**src/hdl/histogram_ratio_pixel_weights_assert.svh**
```systemverilog
// ----------------------------------------------------------------------------
// histogram ratio pixel weights: assertion macros
// concurrent assertion shorthands clocked on the rising edge, reset disabled
// ----------------------------------------------------------------------------
`ifndef HISTOGRAM_RATIO_PIXEL_WEIGHTS_ASSERT_SVH
`define HISTOGRAM_RATIO_PIXEL_WEIGHTS_ASSERT_SVH

// consequent checked in the same cycle
`define HRPW_ASSERT_SAME(label, clk, rst, ante, cons, msg) \
   label: assert property (@(posedge clk) disable iff (rst) (ante) |-> (cons)) \
      else $error(msg);

// consequent checked in the cycle after the antecedent
`define HRPW_ASSERT_NEXT(label, clk, rst, ante, cons, msg) \
   label: assert property (@(posedge clk) disable iff (rst) (ante) |=> (cons)) \
      else $error(msg);

`endif

```
**src/hdl/hrpw_ram.sv**
```systemverilog
// ----------------------------------------------------------------------------
// hrpw_ram
// generic single write port, single read port ram with registered read data
// ----------------------------------------------------------------------------
`default_nettype none

module hrpw_ram #(
   parameter int WIDTH = 16,
   parameter int DEPTH = 256
) (
   input  wire logic                     clock,
   input  wire logic                     we,
   input  wire logic [$clog2(DEPTH)-1:0] waddr,
   input  wire logic [WIDTH-1:0]         wdata,
   input  wire logic                     re,
   input  wire logic [$clog2(DEPTH)-1:0] raddr,
   output logic      [WIDTH-1:0]         rdata
);

   logic [WIDTH-1:0] mem_ff [DEPTH];
   logic [WIDTH-1:0] rdata_ff;

   always_ff @(posedge clock) begin
      if (we) begin
         mem_ff[waddr] <= wdata;
      end
      if (re) begin
         rdata_ff <= mem_ff[raddr];
      end
   end

   assign rdata = rdata_ff;

endmodule

`default_nettype wire

```
**config.mk**
```make
export PLATFORM = sky130hd
export DESIGN_NAME = hrpw_ram
export DESIGN_NICKNAME = d
export VERILOG_FILES = /design/src/hdl/histogram_ratio_pixel_weights_assert.svh /design/src/hdl/hrpw_ram.sv
export SDC_FILE = /design/constraint.sdc
export NUM_CORES = 2
export LEC_CHECK = 0
export BUFFER_PORTS_ARGS = -buffer_cell sky130_fd_sc_hd__buf_2
export CORE_ASPECT_RATIO = 1.25
export CORE_MARGIN = 3
export CORE_UTILIZATION = 57
export DETAILED_ROUTE_END_ITERATION = 10
export PLACE_DENSITY_LB_ADDON = 0.15
export SYNTH_ARGS = -nofsm -noshare
export SYNTH_HDL_FRONTEND = slang
export SYNTH_SLANG_ARGS = --single-unit
```
**constraint.sdc**
```tcl
create_clock -name clock -period 2.8 [get_ports clock]
set_clock_uncertainty 0.15 [all_clocks]
set_input_delay 0.28 -clock clock [delete_from_list [all_inputs] [get_ports clock]]
set_output_delay 0.28 -clock clock [all_outputs]
set_load 0.01 [all_outputs]
```
Yosys cells after proc, flatten, opt, wreduce, memory -nomap -nowiden
Memory sizes are Yosys's and may differ from the RTL's. A register that Yosys moved wholly into a read port is not among the register bits. Cells that the tools add are included.

Register bits: 0. Bits in latches: 0. Memory bits (writable): 4096. Bits in read-only memories: 0. Input port bits: 35. Output and inout port bits: 16. Memories: 1.

Memories: mem_ff (words 256, width 16, read ports 1, clocked after Yosys merged registers in 1, wr ports 1, RTL line hrpw_ram.sv:20) `logic [WIDTH-1:0] mem_ff [DEPTH];`.

Add/subtract/negate cells: 0. Multiply operators: 0. Divide/modulo/power cells: 0. Magnitude comparators: 0. Equal/unequal tests: 0. Shifts and indexed selects: 0. Multiplexer cells: 2. Bitwise logic cells: 0. Reductions and logical operators: 0.

Operator list (number): 2-to-1 mux 1 bit (2).

Depth between registers and ports, before layout
Word-level depth: 2. Gate-level depth with buffers: 12. Gate-level depth less buffers: 6.

Worst setup path before layout
No wires, ideal clock.

Kind: input to register. From: input raddr[0]. To: register rdata_ff[4], in the netlist rdata[4] (read register of mem_ff) (data pin). Setup time: 0.265 ns. Data arrival time: 2.264 ns. Data required time: 2.385 ns. Path slack: 0.121 ns. Stages: 8. Path through: buf_6 > buf_6 > buf_2 > mux4_2 > mux4_2 > a22o_1 > o32ai_2 > nor4_2.

RTL lines: start: declaration (RTL line hrpw_ram.sv:16) `input wire logic [$clog2(DEPTH)-1:0] raddr,`; end: declaration (RTL line hrpw_ram.sv:21) `logic [WIDTH-1:0] rdata_ff;`.

==> results by group <==
Clock network
  • CTS Root Cell: clkbuf_16
  • CTS Sinks: roughly 4k
  • Worst skew pair latency: 0.93 ns
  • Maximum clock path buffer count: 4
  • H-Tree Level Count: 5
  • Total CTS buffers: approximately 400
  • Clock-pin slew on the worst setup and hold paths: 0.06 ns
  • TritonCTS clock tree: yes
  • Setup repair bufs after CTS: 0

Power and ir drop
  • Leakage: 59.6 nW
  • Clock share of power: 40.7%
  • Switching Fraction: 21.1%
  • Combinational power share: roughly 5.6%
  • PwrDens: 687 mW/mm^2
  • Peak VDD IR: 0.525 mV
  • Pint: approximately 100 mW
  • Net Sw Power: 26.7 mW
  • Seq pwr share: 53.7%
  • Total chip power: 127 mW

Logic synthesis
  • Yosys cell types: 51
  • Post-Syn Area: 0.159 mm^2
  • Post-synth ARST share: 0%
  • Post-synth EDFFs: between 4k and 5k
  • Post-synth top area share: between 70% and 80%
  • Cell count after synthesis: 7,360
  • Synth Net Count: 7,395
  • Ys flop type: edfxtp_1
  • Synthesis-stage register bit count: 4,112
  • Register area share after synthesis: 77.7%
  • Top cells by area, synth: edfxtp_1 78%, mux4_2 11%, mux2i_1 3.6%
  • Synth warnings: 0
  • Synth area leader: edfxtp_1
  • Mapped Avg Cell Area: 21.6 um^2

Die
  • Starting Density: 57.3%
  • Core ar.: 0.277 mm^2
  • Die X: roughly 480 um
  • Full die area: 0.285 mm^2
  • Die height: 596 um
  • Rows: 216
  • Ports: 51

STA
  • Fin crit share: 103%
  • PnR worst setup slack: -0.0896 ns
  • # setup viols final: 2
  • Tightest Pin Transition: 1.18 ns
  • Max-slew headroom: 21.5%
  • Final hold vios: 0
  • Max Freq: 346 MHz
  • Final Max Slew Viols: 0
  • Final min period: 2.89 ns

Layout
  • Most common library cell in the layout ignoring fill and taps: edfxtp_1
  • Area growth syn-to-layout: 15.9%
  • Share of layout cells above drive strength 1: 30.0%
  • Fillers: 17.9k
  • Final cell count without fillers: about 12k
  • Most frequent cells in the layout: 4,112 x edfxtp_1, 797 x mux4_2, 786 x buf_4
  • Post-route cell area: ~0.18 mm^2
  • Multi-input gate area: 0.0333 mm^2
  • Sequential cell area: 0.123 mm^2
  • Layout Utilization: about 66%
  • Final nets: between 8k and 9k

Critical path
  • Crit Path Max Fanout: 22
  • Critical path's slowest cell: o31ai_1
  • Critical path type: in2reg
  • Slowest stage delay, CP: 0.82 ns
  • Kind of cell adding the most delay to the critical path: buffers and inverters
  • Worst path most repeated cell: buf_4
  • Worst flop-to-flop path startpoint: mem_ff[138][0]$_DFFE_PP_
  • Reg2reg setup slack: -0.06 ns
  • Critical Path, Cell by Cell: buf_12, buf_6, buf_6, buf_12, buf_4, mux2i_1, o221ai_1, buf_4, a21oi_1, o31ai_1, o32ai_1, buf_4, nor4_1
  • Startpoint types: primary input
  • Worst setup EP type: flop
  • Buffers plus inverters on the worst setup path: 7
  • Req. time, crit path: 3.37 ns
  • Data arrival, critical path: 3.46 ns
  • RR Endpoint: rdata[0]$_DFFE_PP_
  • Worst reg2reg path depth: 8

Drt
  • Final ANT Viol Nets: 0
  • Pre-antenna DRT Iters: 5
  • Total Wirelength: 420,000 um
  • DRC: 0
  • Via count: 81.4k
  • Drt wl/cell: approximately 34 um
  • Initial DRC count: 10.9k
  • Routed vias/inst: about 6.6

Worst hold path
  • Hold Crit Endpoint: mem_ff[86][6]$_DFFE_PP_
  • Min-delay worst type: in2reg
  • Hold Startpoint: waddr[7]
  • Hold Path Stages: 5

Place
  • Placed insts: 11.6k
  • Setup WS pre-CTS: -1.47 ns
  • Port-buffer cells: 50
  • Routability-driven placement congestion ratio: 0.958
  • Dpl cell area: 0.171 mm^2
  • HPWL Detailed: 266,000 um

Global routing
  • All-Layer GR Usage: 29.5%
  • First-pass GRT wire length: around 600,000 um
  • Antenna violations before repair: 27
  • Largest net degree at the start of global routing: 107
  • Vias in the first global route: 81.5k
  • Gr ovfl total: 0

Status
  • Violated checks: negative setup slack
  • Status: complete, but fails checks

Job
  • Maxcap violations: 0
==> worst reg2reg max path, delay by kind of cell, from the launching register on <==
family	cells	cell delay (ns)
compound gates	3	0.84
mux	2	0.76
buf+inv	2	0.41
flops	1	0.38
simple gates	1	0.07
==> flip-flops by register name (all words and copies together), names as in the netlist <==
name / count
mem_ff: 4096
rdata: 16
==> power by group through the flow <==
| stage | Combinational [mW] | Sequential (mW) | Clock [mW] |
|---|---|---|---|
| after floorplan | 3.35 | 69.2 | 0 |
| after global placement | 6.85 | 69.3 | 0 |
| after detailed placement | 6.98 | 69.3 | 0 |
| after CTS | 7.07 | 67.9 | 52.1 |
| after global routing | 7.39 | 67.9 | 54.5 |
| final | 7.11 | 68.0 | 51.5 |
==> metrics by stage <==
step	hold slack (ns)	setup TNS (ns)
after floorplan	0.229	0
final	0.0912	-0.0897
after detailed placement	0.531	-17.54
after CTS	0.0112	-0.0720
after global routing	0.109	-0.0251
after global placement	0.530	-17.67
==> cell usage after synthesis, drive strengths merged, types with 5 or more instances <==
cell type and n:
nor2 304, nand3 35, clkbuf 230, mux2i 565, o21ai 38, nor3 92
mux2 88, o32ai 21, or2 5, o31ai 16, a21oi 175, a22o 32
edfxtp 4112, nand2 38, a2111oi 6, nor2b 9, and3 11, buf 222
mux4 797, nor4 18, a211oi 18, o22ai 148, o221ai 253, a221oi 28
a22oi 43, nand4 26, a31oi 6
==> per-layer routing <==
metal  GRT usage, %  up-vias  share of wire [%]
met4           14.7        2                5.9
met5              0        -             0.0031
met1           40.5    43158                 37
li1               -    33284                  -
met2           47.0     4125                 49
met3           4.27      812                8.3
==> logic make-up (layout without fill, tap and decap cells) <==
logic type      count (synthesis)  in the layout  share of synthesized area [%]
compound gates                786            786                           3.53
buf+inv                       456           1761                           1.69
flops                        4112           4112                           77.7
mux                          1450           1450                           15.5
other cells                     0             10                              0
simple gates                  556            556                           1.57
==> worst max path at each step <==
stage / startpoint / to / slack [ns] / cells after the start
after floorplan: raddr[0] / rdata[4]$_DFFE_PP_ / 0.12 / 8
final: raddr[0] / rdata[0]$_DFFE_PP_ / -0.09 / 13
after global routing: mem_ff[139][2]$_DFFE_PP_ / rdata[2]$_DFFE_PP_ / -0.01 / 9
after detailed placement: raddr[0] / rdata[15]$_DFFE_PP_ / -1.47 / 14
after CTS: mem_ff[61][10]$_DFFE_PP_ / rdata[10]$_DFFE_PP_ / -0.07 / 6
after global placement: raddr[0] / rdata[15]$_DFFE_PP_ / -1.46 / 14
==> area by class of cell <==
type                            instances  share of cell area, %
Clock buffer                          478                   5.53
Inverter                                4                 0.0149
Timing Repair Buffer                 1049                   5.64
Clock inverter                        230                   1.15
Multi-Input combinational cell       2792                   18.1
Tap cell                             3706                   2.52
Antenna cell                           10                 0.0136
Sequential cell                      4112                   67.1
==> repair_timing <==
action	in CTS	in global routing
pin swaps	0	3
hold endpoints to repair	2862	0
hold buffers	22	0
endpoints found under the setup margin	13	14
resized for setup	25	26
Power figures use the tool's default switching activity.
