==> src/hdl/histogram_ratio_pixel_weights_assert.svh <==
// ----------------------------------------------------------------------------
// histogram ratio pixel weights: assertion macros
// concurrent assertion shorthands clocked on the rising edge, reset disabled
// ----------------------------------------------------------------------------
`ifndef HISTOGRAM_RATIO_PIXEL_WEIGHTS_ASSERT_SVH
`define HISTOGRAM_RATIO_PIXEL_WEIGHTS_ASSERT_SVH

// consequent checked in the same cycle
`define HRPW_ASSERT_SAME(label, clk, rst, ante, cons, msg) \
   label: assert property (@(posedge clk) disable iff (rst) (ante) |-> (cons)) \
      else $error(msg);

// consequent checked in the cycle after the antecedent
`define HRPW_ASSERT_NEXT(label, clk, rst, ante, cons, msg) \
   label: assert property (@(posedge clk) disable iff (rst) (ante) |=> (cons)) \
      else $error(msg);

`endif

==> src/hdl/hrpw_pkg.sv <==
// ----------------------------------------------------------------------------
// hrpw_pkg
// widths, register map and index helpers shared by the weight lookup block
// ----------------------------------------------------------------------------
`default_nettype none

package hrpw_pkg;

   localparam int MAX_BITS   = 4;
   localparam int IDX_W      = 3 * MAX_BITS;
   localparam int DEPTH      = 1 << IDX_W;
   localparam int CHAN_W     = 4;
   localparam int BIN_W      = 12;
   localparam int PROB_W     = 16;
   localparam int WEIGHT_W   = 16;
   localparam int QUOT_W     = 2 * PROB_W;
   localparam int BPC_W      = 3;
   localparam int CSR_ADDR_W = 3;
   localparam int CSR_DATA_W = 32;
   localparam int CSR_IDX_W  = CSR_ADDR_W - 2;

   localparam logic [BPC_W-1:0]     BPC_RESET            = BPC_W'(4);
   localparam logic [CSR_IDX_W-1:0] REG_BITS_PER_CHANNEL = CSR_IDX_W'(0);

   // clamp the register into 1..MAX_BITS
   function automatic logic [BPC_W-1:0] eff_bits(input logic [BPC_W-1:0] bpc);
      logic [BPC_W-1:0] b;
      b = bpc;
      if (b == '0) begin
         b = BPC_W'(1);
      end
      if (b > BPC_W'(MAX_BITS)) begin
         b = BPC_W'(MAX_BITS);
      end
      return b;
   endfunction

   // red + green << b + blue << 2b, each channel masked to b bits
   function automatic logic [IDX_W-1:0] flat_index(input logic [BPC_W-1:0] b,
                                                   input logic [CHAN_W-1:0] red,
                                                   input logic [CHAN_W-1:0] green,
                                                   input logic [CHAN_W-1:0] blue);
      logic [CHAN_W-1:0] mask;
      logic [BPC_W:0]    b2;
      mask = (CHAN_W'(1) << b) - CHAN_W'(1);
      b2   = {b, 1'b0};
      return IDX_W'(red & mask)
           + (IDX_W'(green & mask) << b)
           + (IDX_W'(blue & mask) << b2);
   endfunction

endpackage

`default_nettype wire

==> src/hdl/hrpw_div.sv <==
// ----------------------------------------------------------------------------
// hrpw_div
// bit-serial restoring divider: (target << 16) / candidate, one bit a cycle
// ----------------------------------------------------------------------------
`default_nettype none

module hrpw_div (
   input  wire logic                          clock,
   input  wire logic                          reset,
   input  wire logic                          start,
   input  wire logic [hrpw_pkg::PROB_W-1:0]   numer,
   input  wire logic [hrpw_pkg::PROB_W-1:0]   denom,
   output logic                               done,
   output logic      [hrpw_pkg::QUOT_W-1:0]   quot
);
   import hrpw_pkg::*;

   localparam int CNT_W = $clog2(QUOT_W);

   logic [QUOT_W-1:0] acc_ff, acc_in;
   logic [PROB_W-1:0] rem_ff, rem_in;
   logic [PROB_W-1:0] den_ff, den_in;
   logic [CNT_W-1:0]  cnt_ff, cnt_in;
   logic              busy_ff, busy_in;
   logic              done_ff, done_in;

   logic [PROB_W:0]   shifted;
   logic [PROB_W+1:0] diff;
   logic              ge;

   always_comb begin
      shifted = {rem_ff, acc_ff[QUOT_W-1]};
      diff    = {1'b0, shifted} - (PROB_W+2)'(den_ff);
      ge      = !diff[PROB_W+1];

      acc_in  = acc_ff;
      rem_in  = rem_ff;
      den_in  = den_ff;
      cnt_in  = cnt_ff;
      busy_in = busy_ff;
      done_in = 1'b0;

      if (start) begin
         // dividend bits shift out at the top, quotient bits enter at the bottom
         acc_in  = {numer, PROB_W'(0)};
         rem_in  = '0;
         den_in  = denom;
         cnt_in  = '0;
         busy_in = 1'b1;
      end else if (busy_ff) begin
         acc_in = {acc_ff[QUOT_W-2:0], ge};
         rem_in = ge ? diff[PROB_W-1:0] : shifted[PROB_W-1:0];
         cnt_in = cnt_ff + CNT_W'(1);
         if (cnt_ff == CNT_W'(QUOT_W - 1)) begin
            busy_in = 1'b0;
            done_in = 1'b1;
         end
      end
   end

   always_ff @(posedge clock) begin
      if (reset) begin
         busy_ff <= 1'b0;
         done_ff <= 1'b0;
         cnt_ff  <= '0;
      end else begin
         busy_ff <= busy_in;
         done_ff <= done_in;
         cnt_ff  <= cnt_in;
      end
      acc_ff <= acc_in;
      rem_ff <= rem_in;
      den_ff <= den_in;
   end

   assign done = done_ff;
   assign quot = acc_ff;

endmodule

`default_nettype wire

==> config.mk <==
export PLATFORM = sky130hd
export DESIGN_NAME = hrpw_div
export DESIGN_NICKNAME = d
export VERILOG_FILES = /design/src/hdl/histogram_ratio_pixel_weights_assert.svh /design/src/hdl/hrpw_pkg.sv /design/src/hdl/hrpw_div.sv
export SDC_FILE = /design/constraint.sdc
export NUM_CORES = 1
export LEC_CHECK = 0
export ABC_AREA = 1
export ABC_CLOCK_PERIOD_IN_PS = 4300
export CORE_MARGIN = 5
export CORE_UTILIZATION = 65
export DETAILED_ROUTE_END_ITERATION = 8
export DONT_BUFFER_PORTS = 1
export MAX_ROUTING_LAYER = met4
export PLACE_DENSITY = 0.88
export SLEW_MARGIN = 20
export SYNTH_ARGS = -nofsm -noshare
export SYNTH_HDL_FRONTEND = slang
export SYNTH_SLANG_ARGS = --single-unit
==> constraint.sdc <==
create_clock -name clock -period 4.3 [get_ports clock]
set_input_delay 0.86 -clock clock [delete_from_list [all_inputs] [get_ports clock]]
set_output_delay 0.86 -clock clock [all_outputs]
set_load 0.05 [all_outputs]
# Word-level counts from Yosys, hierarchy flattened
# Index checks and enable logic that the tools add are counted.
[word_totals]
out_inout_bits = 33
ff_bits = 71
input_bits = 35
[op_classes]
bitwise_logic = 1
n_reduce_logical = 4
muxes = 7
add_sub_neg = 2
eq_ne = 1
[ops]
columns = ["op", "count"]
rows = [
  ["$mux 32", 2],
  ["$sub 17x16->18", 1],
  ["$mux 16", 1],
  ["$add 5x1->5 const B", 1],
  ["$eq 5x5->1 const B", 1],
  ["$mux 1", 4],
  ["$reduce_or 3->1", 1],
  ["$reduce_bool 2->1", 1],
  ["$reduce_or 2->1", 1],
  ["$logic_not 1->1", 1],
  ["$not 1->1", 1],
]

# Longest topological paths before layout
[depth]
ltp_word = 4
ltp_mapped = 14
depth_no_buf = 14

# Least setup slack after synthesis
# OpenSTA, ideal clock, no wires.
[synth_timing]
kind = "input to register"
start = "input port start"
end = "register acc_ff[16] (netlist: quot[16]), enable pin"
setup_slack_ns = 2.075
arrival_ns = 1.839
setup_time_ns = 0.387
path_stages = 4
n_path_buf = 2
cell_sequence = "buf_2 nor2_1 inv_1 clkbuf_1"
[synth_between]
elab_chain_len = 1
[synth_rtl]
columns = ["element", "line", "rtl"]
rows = [
  ["start, declared", "hrpw_div.sv:10", "input wire logic start,"],
  ["$reduce_bool 2->1 (no line)", "n/a", ""],
  ["end signal, assigned", "hrpw_div.sv:71", "acc_ff <= acc_in;"],
  ["end, declared", "hrpw_div.sv:20", "logic [QUOT_W-1:0] acc_ff, acc_in;"],
]
# No other way between the ends.
# A chain may end at the register's enable or synchronous reset.

# Worst setup path in the final report
[layout_timing]
start = "register acc_ff[31] (netlist: quot[31])"
end = "register rem_ff[12]"
[layout_between]
elab_chain_len = 2
[layout_rtl]
columns = ["element", "line", "rtl"]
rows = [
  ["$sub 17x16->18", "hrpw_div.sv:33", "diff = {1'b0, shifted} - (PROB_W+2)'(den_ff);"],
  ["$mux 16", "hrpw_div.sv:52", "rem_in = ge ? diff[PROB_W-1:0] : shifted[PROB_W-1:0];"],
  ["end signal, assigned", "hrpw_div.sv:72", "rem_ff <= rem_in;"],
  ["end, declared", "hrpw_div.sv:21", "logic [PROB_W-1:0] rem_ff, rem_in;"],
]
# No other way between the ends.

==> results.cfg <==
[synthesis]
netlist.area_leader.share = 0.257
syn_nets = 517
synthArstFlopShare = 0
ys_ff_latch = 71
yosysWarnings = 0
netlist_area_um2 = 3740
syn_inst = 463
synth_edf_count = 32
synth.distinct_cells = 34
yosysSeqAreaShare = 0.466
synth.area.top_cells = edfxtp_1, dfxtp_1, nand2_1, inv_1, ha_1
synth_top_cell_by_area = edfxtp_1
synth_area_per_cell_um2 = 8.07
synth_flop_cell = dfxtp_1

[clock_tree]
cts_buffer_depth = 2
cts_made_buffers = 9
cts.sinks = 71
postCtsHoldBufs = 0
cts-root-buf = clkbuf_8
clk_latency_ns = 0.35
post_cts_buffers = 0
tritoncts = built
h-tree-depth = 3
clk_pin_slew_ns = 0.08
cts_resized = 0

[worst_setup_path]
setup.worst_path.end = rem_ff[12]
rrSetupSlack_ns = 1.96
cp_max_fo = 4
crit_arrival_ns = 2.59
critPathLaunch = quot[31]
r2r_cells = 12
end_kind = flop
start_kind = flop
cp_data_required_time_ns = 4.55
regToRegEndpoint = rem_ff[12]
rr_startpoint = quot[31]
crit_type = reg2reg

[timing]
hold_violations = 0
grt_setup_unrepaired = false
setup_ws_ns = 1.96
relSlewSlack = 0.377
fin_crit_ns = 2.34
setup-tns-final_ns = 0
max_slew.worst_pin.slew_ns = 0.932
fmax_ghz = 0.428
setup_viol = 0
finClkSkew_ns = 0.00896
final.period_utilization = 0.543
slew_violations = 0

[power]
power.density_nw_per_um2 = 376
finalPower_w = 0.00151
p_sw_frac = 0.262
p_seq_frac = 0.534
combPwrFrac = 0.077
leakagePower_nw = 1.90
p_switching_w = 0.000395
worst_ir_drop_vdd_v = 0.000373
p_clk_frac = 0.389
power.internal_w = 0.00111

[routing]
avgViaCountPerCell = 5.74
wirelength_um = 8480
ant_nets = 0
drtIter0Drc = 304
vias = 3099
drcViolationCount = 0
detail_route.wl_per_cell_um = 15.7
first_pass_iters = 5

[final_layout]
syn2layout_area_growth_pct = 7.13
fin_nets = 517
drive_above_1_share = 0.0598
num_antenna_cells = 0
fin_util = 0.723
fillers = 406

[placement]
port_buffers = 0
place_congestion = 0.906
hpwlAfterDp_um = 5880
pre_cts_ws_ns = 1.98

[floorplanning]
fp.dieArea_um2 = 7370
die_y_um = 85.8
ios = 68
rows = 27
core-area_um2 = 5540
start_util = 0.675
die_w_um = 85.8

[grt]
grtUsageTotal = 0.247
grt_max_degree = 37
antenna_found_initial = 0
gr-total-overflow = 0
grt_pass1_vias = 3006
grt_pass1_wl_um = 14000

[flow_run]
drv_cap = 0

[min_path]
hold_path.class = reg2reg

[status]
outcome = finished, final reports clean
-- cell families after synthesis --
logic type / after synthesis / synth area share
and+or+nand+nor: 211 / 0.250
adders and majority gates: 19 / 0.0656
AOI/OAI and AO/OA: 55 / 0.0971
DFF: 71 / 0.466
buffers and inverters: 101 / 0.107
xor gates and xnor gates: 6 / 0.0141
-- metrics by stage --
stage / hold slack (ns) / instances / area, um^2
floorplan: 0.442 / 463 / 3740
global placement: 0.455 / 524 / 3770
detailed placement: 0.463 / 524 / 3770
CTS: 0.474 / 540 / 4010
global route: 0.504 / 540 / 4010
finish: 0.477 / 540 / 4010
-- critical path, cell delays in order, from the launching register on --
cell and delay, ns:
edfxtp_1 0.62, inv_1 0.18, ha_1 0.16, inv_1 0.08
fa_1 0.42, nand3_1 0.11, nand3_1 0.15, nand3_1 0.14
nand3_1 0.09, nand2_1 0.07, nand3_1 0.07, nand2_1 0.08
nand2_1 0.05
-- Yosys cell counts, types with 2 or more instances --
cell type  number
a21oi_1        11
a22o_1         15
buf_2           2
buf_6           2
clkbuf_1        7
dfxtp_1        39
edfxtp_1       32
ha_1           18
inv_1          87
nand2_1       125
nand2_2         2
nand2_4         2
nand3_1        44
nand3b_1        5
nand4_1         4
nor2_1         18
nor2_2          2
nor3_1          4
o21ai_0        11
o22ai_1        15
xnor2_1         5
-- cell type report --
class / instances / area (um^2) / share of cell area
inverters: 88 / 330 / 0.0825
well taps: 72 / 90.1 / 0.0225
repair buffers: 2 / 15.0 / 0.00375
clock buffers: 14 / 216 / 0.0540
multi-input cells: 291 / 1600 / 0.398
flip-flops and latches: 71 / 1740 / 0.435
clock inverters: 2 / 16.3 / 0.00406
-- cells in the final DEF (no fill, tap or decap), drive strengths merged --
cell type  netlist  routed
a21oi           12      12
a22o            15      15
a31oi            1       1
and2             2       2
buf              5       2
clkbuf           8      14
clkinv           1       2
clkinvlp         0       1
dfxtp           39      39
edfxtp          32      32
fa               1       1
ha              18      18
inv             87      87
nand2          129     129
nand3           45      45
nand3b           5       5
nand4            4       4
nor2            20      20
nor3             5       5
o21ai           12      12
o22ai           15      15
or2              1       1
xnor2            5       5
xor2             1       1
-- worst min path at each step --
stage	from	to	slack, ns	cells after the start
global placement	cnt_ff[4]	cnt_ff[4]	0.46	2
floorplan	cnt_ff[4]	cnt_ff[4]	0.44	2
detailed placement	rem_ff[7]	rem_ff[7]	0.46	2
global route	rem_ff[9]	rem_ff[9]	0.50	2
finish	rem_ff[7]	rem_ff[7]	0.48	2
CTS	rem_ff[7]	rem_ff[7]	0.47	2
-- registers in the layout, summed over array words and instances (netlist names) --
signal   flops
quot        32
den_ff      16
rem_ff      16
cnt_ff       5
busy_ff      1
done         1
-- routing by layer --
metal,global-route usage,up-vias,part of all wire
met5,-,-,0
met4,0.0878,0,0.016
met3,0.0663,13,0.074
met2,0.395,145,0.50
met1,0.303,1428,0.41
li1,-,1513,-
-- power groups by stage --
stage	sequential, W	clock (W)	combinational (W)
3_5_place_dp	0.000820	0	0.000113
6_report	0.000805	0.000587	0.000116
2_1_floorplan	0.000813	0	0.0000945
5_1_grt	0.000807	0.000633	0.000129
4_1_cts	0.000805	0.000589	0.000115
3_3_place_gp	0.000819	0	0.000110
Power figures use the tool's default switching activity.
