**src/hdl/histogram_ratio_pixel_weights_assert.svh**
```systemverilog
// ----------------------------------------------------------------------------
// histogram ratio pixel weights: assertion macros
// concurrent assertion shorthands clocked on the rising edge, reset disabled
// ----------------------------------------------------------------------------
`ifndef HISTOGRAM_RATIO_PIXEL_WEIGHTS_ASSERT_SVH
`define HISTOGRAM_RATIO_PIXEL_WEIGHTS_ASSERT_SVH

// consequent checked in the same cycle
`define HRPW_ASSERT_SAME(label, clk, rst, ante, cons, msg) \
   label: assert property (@(posedge clk) disable iff (rst) (ante) |-> (cons)) \
      else $error(msg);

// consequent checked in the cycle after the antecedent
`define HRPW_ASSERT_NEXT(label, clk, rst, ante, cons, msg) \
   label: assert property (@(posedge clk) disable iff (rst) (ante) |=> (cons)) \
      else $error(msg);

`endif

```
**src/hdl/hrpw_pkg.sv**
```systemverilog
// ----------------------------------------------------------------------------
// hrpw_pkg
// widths, register map and index helpers shared by the weight lookup block
// ----------------------------------------------------------------------------
`default_nettype none

package hrpw_pkg;

   localparam int MAX_BITS   = 4;
   localparam int IDX_W      = 3 * MAX_BITS;
   localparam int DEPTH      = 1 << IDX_W;
   localparam int CHAN_W     = 4;
   localparam int BIN_W      = 12;
   localparam int PROB_W     = 16;
   localparam int WEIGHT_W   = 16;
   localparam int QUOT_W     = 2 * PROB_W;
   localparam int BPC_W      = 3;
   localparam int CSR_ADDR_W = 3;
   localparam int CSR_DATA_W = 32;
   localparam int CSR_IDX_W  = CSR_ADDR_W - 2;

   localparam logic [BPC_W-1:0]     BPC_RESET            = BPC_W'(4);
   localparam logic [CSR_IDX_W-1:0] REG_BITS_PER_CHANNEL = CSR_IDX_W'(0);

   // clamp the register into 1..MAX_BITS
   function automatic logic [BPC_W-1:0] eff_bits(input logic [BPC_W-1:0] bpc);
      logic [BPC_W-1:0] b;
      b = bpc;
      if (b == '0) begin
         b = BPC_W'(1);
      end
      if (b > BPC_W'(MAX_BITS)) begin
         b = BPC_W'(MAX_BITS);
      end
      return b;
   endfunction

   // red + green << b + blue << 2b, each channel masked to b bits
   function automatic logic [IDX_W-1:0] flat_index(input logic [BPC_W-1:0] b,
                                                   input logic [CHAN_W-1:0] red,
                                                   input logic [CHAN_W-1:0] green,
                                                   input logic [CHAN_W-1:0] blue);
      logic [CHAN_W-1:0] mask;
      logic [BPC_W:0]    b2;
      mask = (CHAN_W'(1) << b) - CHAN_W'(1);
      b2   = {b, 1'b0};
      return IDX_W'(red & mask)
           + (IDX_W'(green & mask) << b)
           + (IDX_W'(blue & mask) << b2);
   endfunction

endpackage

`default_nettype wire

```
**src/hdl/hrpw_sqrt.sv**
```systemverilog
// ----------------------------------------------------------------------------
// hrpw_sqrt
// digit-serial integer square root, two radicand bits and one root bit a cycle
// ----------------------------------------------------------------------------
`default_nettype none

module hrpw_sqrt (
   input  wire logic                          clock,
   input  wire logic                          reset,
   input  wire logic                          start,
   input  wire logic [hrpw_pkg::QUOT_W-1:0]   radicand,
   output logic                               done,
   output logic      [hrpw_pkg::WEIGHT_W-1:0] root
);
   import hrpw_pkg::*;

   localparam int STEPS = QUOT_W / 2;
   localparam int ROOT_W = STEPS;
   localparam int REM_W = ROOT_W + 1;
   localparam int CNT_W = $clog2(STEPS);

   logic [QUOT_W-1:0] x_ff, x_in;
   logic [ROOT_W-1:0] root_ff, root_in;
   logic [REM_W-1:0]  rem_ff, rem_in;
   logic [CNT_W-1:0]  cnt_ff, cnt_in;
   logic              busy_ff, busy_in;
   logic              done_ff, done_in;

   logic [REM_W+1:0]  shifted;
   logic [REM_W+1:0]  trial;
   logic [REM_W+2:0]  diff;
   logic              ge;

   always_comb begin
      shifted = {rem_ff, x_ff[QUOT_W-1 -: 2]};
      trial   = (REM_W+2)'({root_ff, 2'b01});
      diff    = {1'b0, shifted} - {1'b0, trial};
      ge      = !diff[REM_W+2];

      x_in    = x_ff;
      root_in = root_ff;
      rem_in  = rem_ff;
      cnt_in  = cnt_ff;
      busy_in = busy_ff;
      done_in = 1'b0;

      if (start) begin
         x_in    = radicand;
         root_in = '0;
         rem_in  = '0;
         cnt_in  = '0;
         busy_in = 1'b1;
      end else if (busy_ff) begin
         x_in    = {x_ff[QUOT_W-3:0], 2'b00};
         root_in = {root_ff[ROOT_W-2:0], ge};
         // partial remainder never exceeds twice the partial root
         rem_in  = ge ? diff[REM_W-1:0] : shifted[REM_W-1:0];
         cnt_in  = cnt_ff + CNT_W'(1);
         if (cnt_ff == CNT_W'(STEPS - 1)) begin
            busy_in = 1'b0;
            done_in = 1'b1;
         end
      end
   end

   always_ff @(posedge clock) begin
      if (reset) begin
         busy_ff <= 1'b0;
         done_ff <= 1'b0;
         cnt_ff  <= '0;
      end else begin
         busy_ff <= busy_in;
         done_ff <= done_in;
         cnt_ff  <= cnt_in;
      end
      x_ff    <= x_in;
      root_ff <= root_in;
      rem_ff  <= rem_in;
   end

   assign done = done_ff;
   assign root = WEIGHT_W'(root_ff);

endmodule

`default_nettype wire

```
**config.mk**
```make
export PLATFORM = sky130hd
export DESIGN_NAME = hrpw_sqrt
export DESIGN_NICKNAME = d
export VERILOG_FILES = /design/src/hdl/histogram_ratio_pixel_weights_assert.svh /design/src/hdl/hrpw_pkg.sv /design/src/hdl/hrpw_sqrt.sv
export SDC_FILE = /design/constraint.sdc
export NUM_CORES = 1
export LEC_CHECK = 0
export BUFFER_PORTS_ARGS = -buffer_cell sky130_fd_sc_hd__buf_4
export CORE_ASPECT_RATIO = 1.4
export CORE_MARGIN = 1
export CORE_UTILIZATION = 55
export CTS_BUF_LIST = sky130_fd_sc_hd__clkbuf_2
export DETAILED_ROUTE_END_ITERATION = 10
export PLACE_DENSITY = 0.77
export SYNTH_ARGS = -nofsm -noshare
export SYNTH_HDL_FRONTEND = slang
export SYNTH_SLANG_ARGS = --single-unit
```
**constraint.sdc**
```tcl
create_clock -name clock -period 2.3 [get_ports clock]
set_input_delay 0.46 -clock clock [delete_from_list [all_inputs] [get_ports clock]]
set_output_delay 0.46 -clock clock [all_outputs]
set_load 0.02 [all_outputs]
```
# Word-level counts from Yosys, hierarchy flattened

Index checks and enable logic that the tools add are counted.

Bits in registers: 71
Input port bits: 35
Output and inout bits: 17
Logic and storage cells: 21

Add/subtract/negate cells: 2
Equal/unequal tests: 1
Mux-type cells: 7
Bitwise gates (word level): 1
Reduce and logical (&&, ||, !) cells: 4

Operators by type and width:

| cell                                         | number |
|---|---|
| two-way mux 32 bit                           | 2 |
| subtractor 19 x 18 -> 20 bit                 | 1 |
| two-way mux 17 bit                           | 1 |
| adder 4 x 1 -> 4 bit (second input constant) | 1 |
| equality test 4 bit (second input constant)  | 1 |
| two-way mux 1 bit                            | 4 |
| OR reduction 3 bit                           | 1 |
| nonzero test 2 bit                           | 1 |
| OR reduction 2 bit                           | 1 |
| logical NOT 1 bit                            | 1 |
| inverter 1 bit                               | 1 |

# Depth between registers and ports, before layout

Gate-level depths: netlist of run 1.

Depth in word-level cells: 4
Depth in mapped cells: 10
Depth with buffers taken out: 8

# Worst setup path before layout of run 1

No wires, ideal clock.

Path kind: flip-flop to flip-flop
From: register root_ff[6] (netlist: root[6])
To: register rem_ff[11]
Library setup time: 0.137 ns
Data arrival time: 2.102 ns
Required time: 2.163 ns
Setup slack: 0.061 ns
Stages on the path, launching flop included: 11
Path buffers: 2
Clock period less this slack: 2.239 ns
Path through: dfxtp_1 inv_1 ha_1 buf_6 a21o_1 a31o_4 a2bb2oi_4 nand3_4 buf_2 o31ai_1 a31oi_1

Longest elaborated chain between the ends: 2

RTL lines:

| what                         | RTL line        | source |
|---|---|---|
| start, declared              | hrpw_sqrt.sv:23 | `logic [ROOT_W-1:0] root_ff, root_in;` |
| start signal, assigned       | hrpw_sqrt.sv:77 | `root_ff <= root_in;` |
| subtractor 19 x 18 -> 20 bit | hrpw_sqrt.sv:37 | `diff = {1'b0, shifted} - {1'b0, trial};` |
| two-way mux 17 bit           | hrpw_sqrt.sv:57 | `rem_in = ge ? diff[REM_W-1:0] : shifted[REM_W-1:0];` |
| end signal, assigned         | hrpw_sqrt.sv:78 | `rem_ff <= rem_in;` |
| end, declared                | hrpw_sqrt.sv:24 | `logic [REM_W-1:0] rem_ff, rem_in;` |

No other way between the ends.
A chain may end at the register's enable or synchronous reset.

# Worst setup path in the final report of run 1

From: register root_ff[4] (netlist: root[4])
To: register rem_ff[13]

Same word-level chain as after synthesis.

==> results of run 1 <==
-- synth_stat cells (2+ instances only) --
library cell and instances:
nor2_1 46, dfxtp_1 39, edfxtp_1 32, mux2_2 30
mux2i_1 25, inv_1 20, ha_1 18, clkbuf_1 14
nand2_1 12, a21oi_1 11, a211oi_1 10, a21o_1 10
xnor2_1 10, nor3_1 9, nand4_1 7, a31oi_1 6
nand3_1 5, o21ai_0 5, xor2_1 5, buf_2 3
nand2b_1 3, o211ai_1 3, o31ai_1 3, a311oi_1 2
and2_1 2, and3_1 2, o21ai_1 2, o21bai_1 2
o311ai_1 2, or3_1 2
-- what timing repair did --
action | CTS | global route
setup endpoints to repair | 1 | 12
hold buffers | 0 | 1
resized for setup | 1 | 12
endpoints found under the hold margin | 0 | 1
pin swaps | 0 | 3
-- layer usage --
layer | vias to the layer above | GRT usage, %
met5 | - | 0
met4 | 0 | 10.26
met3 | 18 | 5.871
met2 | 80 | 41.91
met1 | 1451 | 25.59
li1 | 1476 | -
-- flip-flops by register name, summed over array words and instances, names as in the netlist --
name and cells:
done 1, busy_ff 1, root 16, rem_ff 17
cnt_ff 4, x_ff 32
-- path summary, 6_finish.rpt --
kind / slack [ns] / end / depth (start not counted) / startpoint
worst min-delay path: 0.21 / x_ff[18] / 2 / radicand[18]
worst min register to register: 0.53 / rem_ff[4] / 2 / rem_ff[4]
worst max-delay path: 0.07 / rem_ff[13] / 8 / root[4]
worst max register to register: 0.07 / rem_ff[13] / 8 / root[4]
-- worst reg2reg max path: cells and delay by family, from the launching register on --
| family | cells | cell delay, ns |
|---|---|---|
| compound gates | 5 | 1.21 |
| xor+xnor | 1 | 0.15 |
| fa+ha+maj | 1 | 0.40 |
| buf+inv | 1 | 0.04 |
| flops | 1 | 0.37 |
-- metrics by stage --
step / setup TNS (ns) / hold slack [ns] / worst slack [ns]
floorplan: 0 / 0.4535 / 0.06055
global placement: 0 / 0.4748 / 0.09568
detailed placement: 0 / 0.4904 / 0.02925
CTS: 0 / 0.02471 / 0.03296
global route: -0.009216 / 0.1567 / -0.007670
finish: 0 / 0.2120 / 0.06522
-- cells by family after synthesis --
family	Yosys count
xor+xnor	15
buf+inv	41
flops	71
simple gates	96
mux	55
fa+ha+maj	18
compound gates	70
-- layout make-up --
type | count | area share [%]
clock inverters | 7 | 1.662
flip-flops and latches | 71 | 37.48
inverters | 20 | 1.609
multi-input cells | 254 | 42.84
well taps | 92 | 2.466
repair buffers | 77 | 12.98
clock buffers | 9 | 0.9651
-- power by group through the flow --
| stage | clock, mW | sequential, mW | combinational, mW |
|---|---|---|---|
| 5_1_grt | 0.814 | 1.57 | 2.15 |
| 3_3_place_gp | 0 | 1.57 | 1.88 |
| 3_5_place_dp | 0 | 1.57 | 1.92 |
| 4_1_cts | 0.770 | 1.55 | 1.94 |
| 6_report | 0.747 | 1.55 | 1.99 |
| 2_1_floorplan | 0 | 1.55 | 1.46 |
-- cell usage in the layout, fill, tap and decap left out, drive strengths merged, types with 3 or more instances in the layout --
| cell | netlist | final |
|---|---|---|
| dfxtp | 39 | 39 |
| a21oi | 12 | 12 |
| clkbuf | 14 | 9 |
| nand2 | 12 | 12 |
| mux2 | 30 | 30 |
| ha | 18 | 18 |
| a31oi | 7 | 7 |
| nand3 | 7 | 7 |
| nand4 | 7 | 7 |
| xnor2 | 10 | 10 |
| nor3 | 10 | 10 |
| a211oi | 11 | 11 |
| nand2b | 3 | 3 |
| edfxtp | 32 | 32 |
| xor2 | 5 | 5 |
| o21ai | 7 | 7 |
| a21o | 10 | 10 |
| buf | 7 | 76 |
| inv | 20 | 23 |
| nor2 | 46 | 46 |
| o31ai | 4 | 4 |
| mux2i | 25 | 25 |
| o211ai | 4 | 4 |
==> impl_metrics.csv, run 1 <==
group,metric,value,unit
status,outcome,"completed",
placed_design,gp_congestion,0.9190,
worst_setup_path,cp.arrival,2.68,ns
yosys,yosysTopAreaCell,"edfxtp_1",
detailed_routing,routed-via-count,3025,
yosys,synth_top_family_by_area,"multiplexers",
global_routing,overflow,0,
placed_design,place_area,4484,um2
final_layout,post-route-util,69.65,%
clock_network,cts_root_buf,"clkbuf_2",
detailed_routing,dr.pass1.iters,4,
yosys,synth.distinct_cells,56,
worst_setup_path,cp_num_buf_inv,1,
yosys,synthArstFlopShare,0,%
pwr,leakage,1.935,nW
worst_setup_path,endpoint_kind,"flip-flop",
global_routing,grt_usage,23.29,%
yosys,yosys-top-cells-area,"edfxtp_1, dfxtp_1, mux2_2",
global_routing,grt_pass1_vias,3007,
yosys,yosys_warnings,0,
timing,finalCritPeriodShare,97.16,%
timing,finalSetupViolCount,0,
worst_setup_path,worstPathCellList,"inv_1, ha_1, a21oi_4, o22ai_1, o311ai_1, a21oi_1, xor2_1, a311o_1",
final_layout,n_antenna_cell,0,
clock_network,cts_made_buffers,9,
worst_setup_path,slowest_stage,"ha_1",
yosys,seq_area_frac_synth,44.92,%
final_layout,fillers,523,
yosys,synthCells,366,
final_layout,ff_latch_area,1749,um2
yosys,synth-compound-area-share,13.78,%
worst_setup_path,crit_path_start_kind,"flip-flop",
die,core,6700,um2
worst_setup_path,critPathRequiredTime,2.74,ns
die,dieArea,7394,um2
pwr,p_per_area,918.6,nW/um2
run,drv_cap,0,
pwr,internal_power,2.688,mW
clock_network,cts.sinks,71,
clock_network,clk_path_buf_depth,2,
final_layout,final_cell_area,4667,um2
pwr,p_comb_share,46.4,%
worst_setup_path,critPathMaxFanout,6,
clock_network,cts_max_level,3,
die,die_w,72.96,um
yosys,synth-adder-area-share,5.808,%
pwr,p_seq_share,36.1,%
timing,finalHoldViolCount,0,
detailed_routing,wl_met1,3252,um
placed_design,port_buffers,51,
yosys,synth_ff_type,"dfxtp_1",
die,num_rows,35,
timing,worst_pin_slew,0.6014,ns
yosys,avgSynthCellArea,10.59,um2
detailed_routing,post_drt_wl_per_cell,14.91,um
detailed_routing,drt_iter0_drc,136,
yosys,synth_edf_count,32,
die,start_util,57.87,%
clock_network,cts_tree,"yes",
detailed_routing,top_layer,"met4",
hold_path,worstHoldPathType,"input port to flip-flop",
timing,finalMaxSlewViolations,0,
clock_network,post_cts_buffers,0,
detailed_routing,ant_nets,0,
yosys,yosys_register_bits,71,
pwr,peakVddDrop,0.0005208,V
detailed_routing,wl_met2,4117,um
placed_design,dp_cells,513,
global_routing,antenna_found_initial,0,
yosys,netlist_area,3877,um2
global_routing,grt_pass1_wl,13210,um
worst_setup_path,cp_top_family,"compound AO/OA/AOI/OAI gates",
timing,clock_skew,0.02653,ns
yosys,synth_top_area_share,24.78,%
pwr,swShare,37.31,%
detailed_routing,drc,0,
timing,rsz0062_at_grt,"yes",
final_layout,synthToLayoutAreaGrowth,20.36,%
final_layout,fin_cells,530,
yosys,syn-num-nets,419,
timing,layout_min_cycle_time,2.235,ns
pwr,totalPowerFinal,4.287,mW
detailed_routing,routed_wirelength,7901,um
detailed_routing,vias_per_cell,5.708,
timing,max_freq,447.5,MHz
clock_network,clk_latency,0.53,ns
placed_design,hpwl,5726,um
pwr,p_switching,1.600,mW
final_layout,nNetsFinal,486,
clock_network,path_clk_slew,0.23,ns
final_layout,layout-drive-gt1-share,33.33,%
worst_setup_path,cp_slowest_stage_delay,0.40,ns
die,die_h,101.3,um
final_layout,multiInputGateArea,1999,um2
global_routing,grt_max_degree,51,
yosys,synthXorXnorAreaFrac,3.388,%
die,io_pins,52,
detailed_routing,met3_length,341,um
yosys,synth_mux_area_share,15.17,%
pwr,clkPwrFrac,17.4,%
timing,slew_headroom,59.91,%
yosys,yosys.area_share.simple,12.29,%
worst_setup_path,path_class,"flip-flop to flip-flop",
(Power assumes the default switching activity.)
==> run 2, diff against run 1 <==
- ABC_AREA: unset -> 1
- PLACE_DENSITY: 0.77 -> 0.76
==> impl_metrics.csv, run 2 <==
group,metric,value,unit
placed_design,gp_congestion,0.9511,
yosys,yosys_register_bits,71,
timing,max_freq,477.3,MHz
die,die_h,103.1,um
final_layout,ff_latch_area,1742,um2
detailed_routing,vias_per_cell,5.252,
clock_network,cts.sinks,71,
pwr,peakVddDrop,0.001280,V
hold_path,worstHoldPathType,"input port to flip-flop",
final_layout,multiInputGateArea,1902,um2
worst_setup_path,cpMostUsedCell,"nand2_1",
global_routing,antenna_found_initial,0,
timing,finalSetupViolCount,0,
die,start_util,57.18,%
detailed_routing,routed_wirelength,9086,um
timing,layout_min_cycle_time,2.095,ns
timing,finalMaxSlewViolations,0,
yosys,synth.distinct_cells,34,
global_routing,grt_pass1_wl,14920,um
detailed_routing,dr.pass1.iters,6,
status,outcome,"completed",
timing,slew_headroom,75.62,%
pwr,p_per_area,1613,nW/um2
final_layout,largest-register,"x_ff",
final_layout,layout-drive-gt1-share,15.65,%
placed_design,hpwl,6664,um
detailed_routing,routed-via-count,3687,
worst_setup_path,worstPathCellList,"inv_1, ha_1, nand2_1, inv_1, nand2_2, inv_1, nand2_1, nand2_1, nand2_1, nand3_4, buf_12, nand3_2, nand3_1, nand2_1, inv_1",
timing,clock_skew,0.02500,ns
yosys,yosysTopAreaCell,"edfxtp_1",
final_layout,nNetsFinal,655,
pwr,totalPowerFinal,7.478,mW
hold_path,whs_path_depth,2,
worst_setup_path,slowest_stage,"dfxtp_1",
global_routing,grt_usage,26.15,%
worst_setup_path,path_class,"flip-flop to flip-flop",
placed_design,place_area,4496,um2
placed_design,port_buffers,51,
yosys,synth_common_cells,"nand2_1, inv_1, dfxtp_1, nor2_1, edfxtp_1",
final_layout,synthToLayoutAreaGrowth,15.35,%
clock_network,cts_max_level,3,
yosys,yosysMostFrequentCell,"nand2_1",
yosys,yosys-top-cells-area,"edfxtp_1, nand2_1, dfxtp_1",
final_layout,fillers,646,
worst_setup_path,endpoint_kind,"flip-flop",
worst_setup_path,cp_slowest_stage_delay,0.38,ns
final_layout,final_cell_mix,"nand2_1, inv_1, buf_4, dfxtp_1, nor2_1",
yosys,synth_ff_type,"dfxtp_1",
die,dieArea,7655,um2
worst_setup_path,cp_top_family,"simple AND/OR/NAND/NOR gates",
final_layout,final_common_cell,"nand2_1",
worst_setup_path,critPathMaxFanout,10,
yosys,netlist_area,4018,um2
detailed_routing,drc,0,
global_routing,grt_max_degree,48,
detailed_routing,ant_nets,0,
worst_setup_path,cp_num_buf_inv,5,
clock_network,path_clk_slew,0.21,ns
timing,finalCritPeriodShare,91.08,%
detailed_routing,drt_iter0_drc,222,
clock_network,cts_resized,0,
clock_network,clk_latency,0.53,ns
timing,finalHoldViolCount,0,
die,core,7027,um2
clock_network,clk_path_buf_depth,2,
yosys,syn-num-nets,600,
clock_network,cts_root_buf,"clkbuf_2",
worst_setup_path,crit_path_start_kind,"flip-flop",
global_routing,grt_pass1_vias,3358,
die,die_w,74.24,um
yosys,seq_area_frac_synth,43.35,%
worst_setup_path,rr_worst_depth,15,
yosys,synth_top_area_share,23.92,%
final_layout,largest_register_ffs,32,
final_layout,n_antenna_cell,0,
clock_network,cts_tree,"yes",
yosys,synthArstFlopShare,0,%
timing,worst_pin_slew,0.3635,ns
die,io_pins,52,
clock_network,cts_made_buffers,9,
global_routing,overflow,0,
detailed_routing,post_drt_wl_per_cell,12.94,um
worst_setup_path,cp.depth,15,
worst_setup_path,critPathRequiredTime,2.77,ns
final_layout,final_cell_area,4634,um2
yosys,synthCells,547,
yosys,yosys_warnings,0,
run,drv_cap,0,
yosys,avgSynthCellArea,7.345,um2
yosys,synth_edf_count,32,
die,num_rows,36,
worst_setup_path,cp.arrival,2.56,ns
pwr,leakage,2.366,nW
[run 2: cell count changes in the layout (fill, tap and decap cells not counted), moves of 12 or more]
| cell | before | now |
|---|---|---|
| nand2_1 | 12 | 216 |
| inv_1 | 20 | 71 |
| mux2_2 | 30 | 0 |
| mux2i_1 | 25 | 0 |
| nand3_1 | 5 | 23 |
| buf_4 | 74 | 59 |
| o22ai_1 | 1 | 15 |
| nor2_1 | 46 | 34 |
[run 2: area by class of cell]
| cell class | count | share of cell area, % |
|---|---|---|
| timing repair buffer | 61 | 10.42 |
| multi-input combinational | 385 | 41.04 |
| inverter | 74 | 5.994 |
| sequential | 71 | 37.58 |
| tap | 95 | 2.565 |
| clock buffer | 10 | 1.080 |
| clock inverter | 6 | 1.323 |
[run 2: cell families after synthesis]
| family | after synthesis | synth area share, % |
|---|---|---|
| xor gates and xnor gates | 8 | 1.744 |
| and+or+nand+nor | 313 | 33.51 |
| adders and majority gates | 18 | 5.606 |
| AOI/OAI and AO/OA | 46 | 6.478 |
| DFF | 71 | 43.35 |
| buffers and inverters | 91 | 9.312 |
[run 2: final timing paths]
check	from	to	slack, ns
setup reg to reg	root[6]	rem_ff[5]	0.21
hold / removal	reset	busy_ff	0.06
hold reg to reg	cnt_ff[3]	cnt_ff[3]	0.48
setup / recovery	root[6]	rem_ff[5]	0.21
[run 2: timing repair]
action / CTS / global route
buffers inserted: 0 / 2
endpoints found under the setup margin: 0 / 4
hold buffers: 0 / 0
[run 2: stage by stage]
step / std cells / utilization [%] / worst slack, ns / hold WS (ns) / TNS (ns)
after global placement: 684 / 63.98 / 0.2839 / 0.4547 / 0
after CTS: 700 / 65.56 / 0.1693 / 0.04215 / 0
after detailed placement: 684 / 63.98 / 0.2329 / 0.4632 / 0
final: 702 / 65.95 / 0.2051 / 0.06065 / 0
after global routing: 702 / 65.95 / -0.004756 / 0.01755 / -0.004756
after floorplan: 547 / - / 0.1251 / 0.4386 / 0
[run 2: metal layers]
| metal | track usage [%] | wire length (um) | vias to the layer above |
|---|---|---|---|
| li1 | - | - | 1863 |
| met1 | 29.50 | 3688 | 1673 |
| met2 | 46.08 | 4587 | 127 |
| met3 | 6.158 | 538 | 24 |
| met4 | 12.05 | 272 | 0 |
| met5 | 0 | 0 | - |
[run 2: where the power goes]
group / internal (mW) / switching, mW / total (mW) / leakage, nW
Combinational: 1.86 / 3.21 / 5.07 / 1.65
Clock: 0.251 / 0.463 / 0.715 / 0.0717
Sequential: 1.54 / 0.150 / 1.69 / 0.647
Total: 3.65 / 3.83 / 7.48 / 2.37
[run 2: worst register-to-register path, cell delays in order, from the launching register on]
cell and delay [ns]:
dfxtp_1 0.38, inv_1 0.09, ha_1 0.38, nand2_1 0.11, inv_1 0.07, nand2_2 0.09, inv_1 0.04, nand2_1 0.09
nand2_1 0.06, nand2_1 0.11, nand3_4 0.16, buf_12 0.18, nand3_2 0.05, nand3_1 0.11, nand2_1 0.08, inv_1 0.03
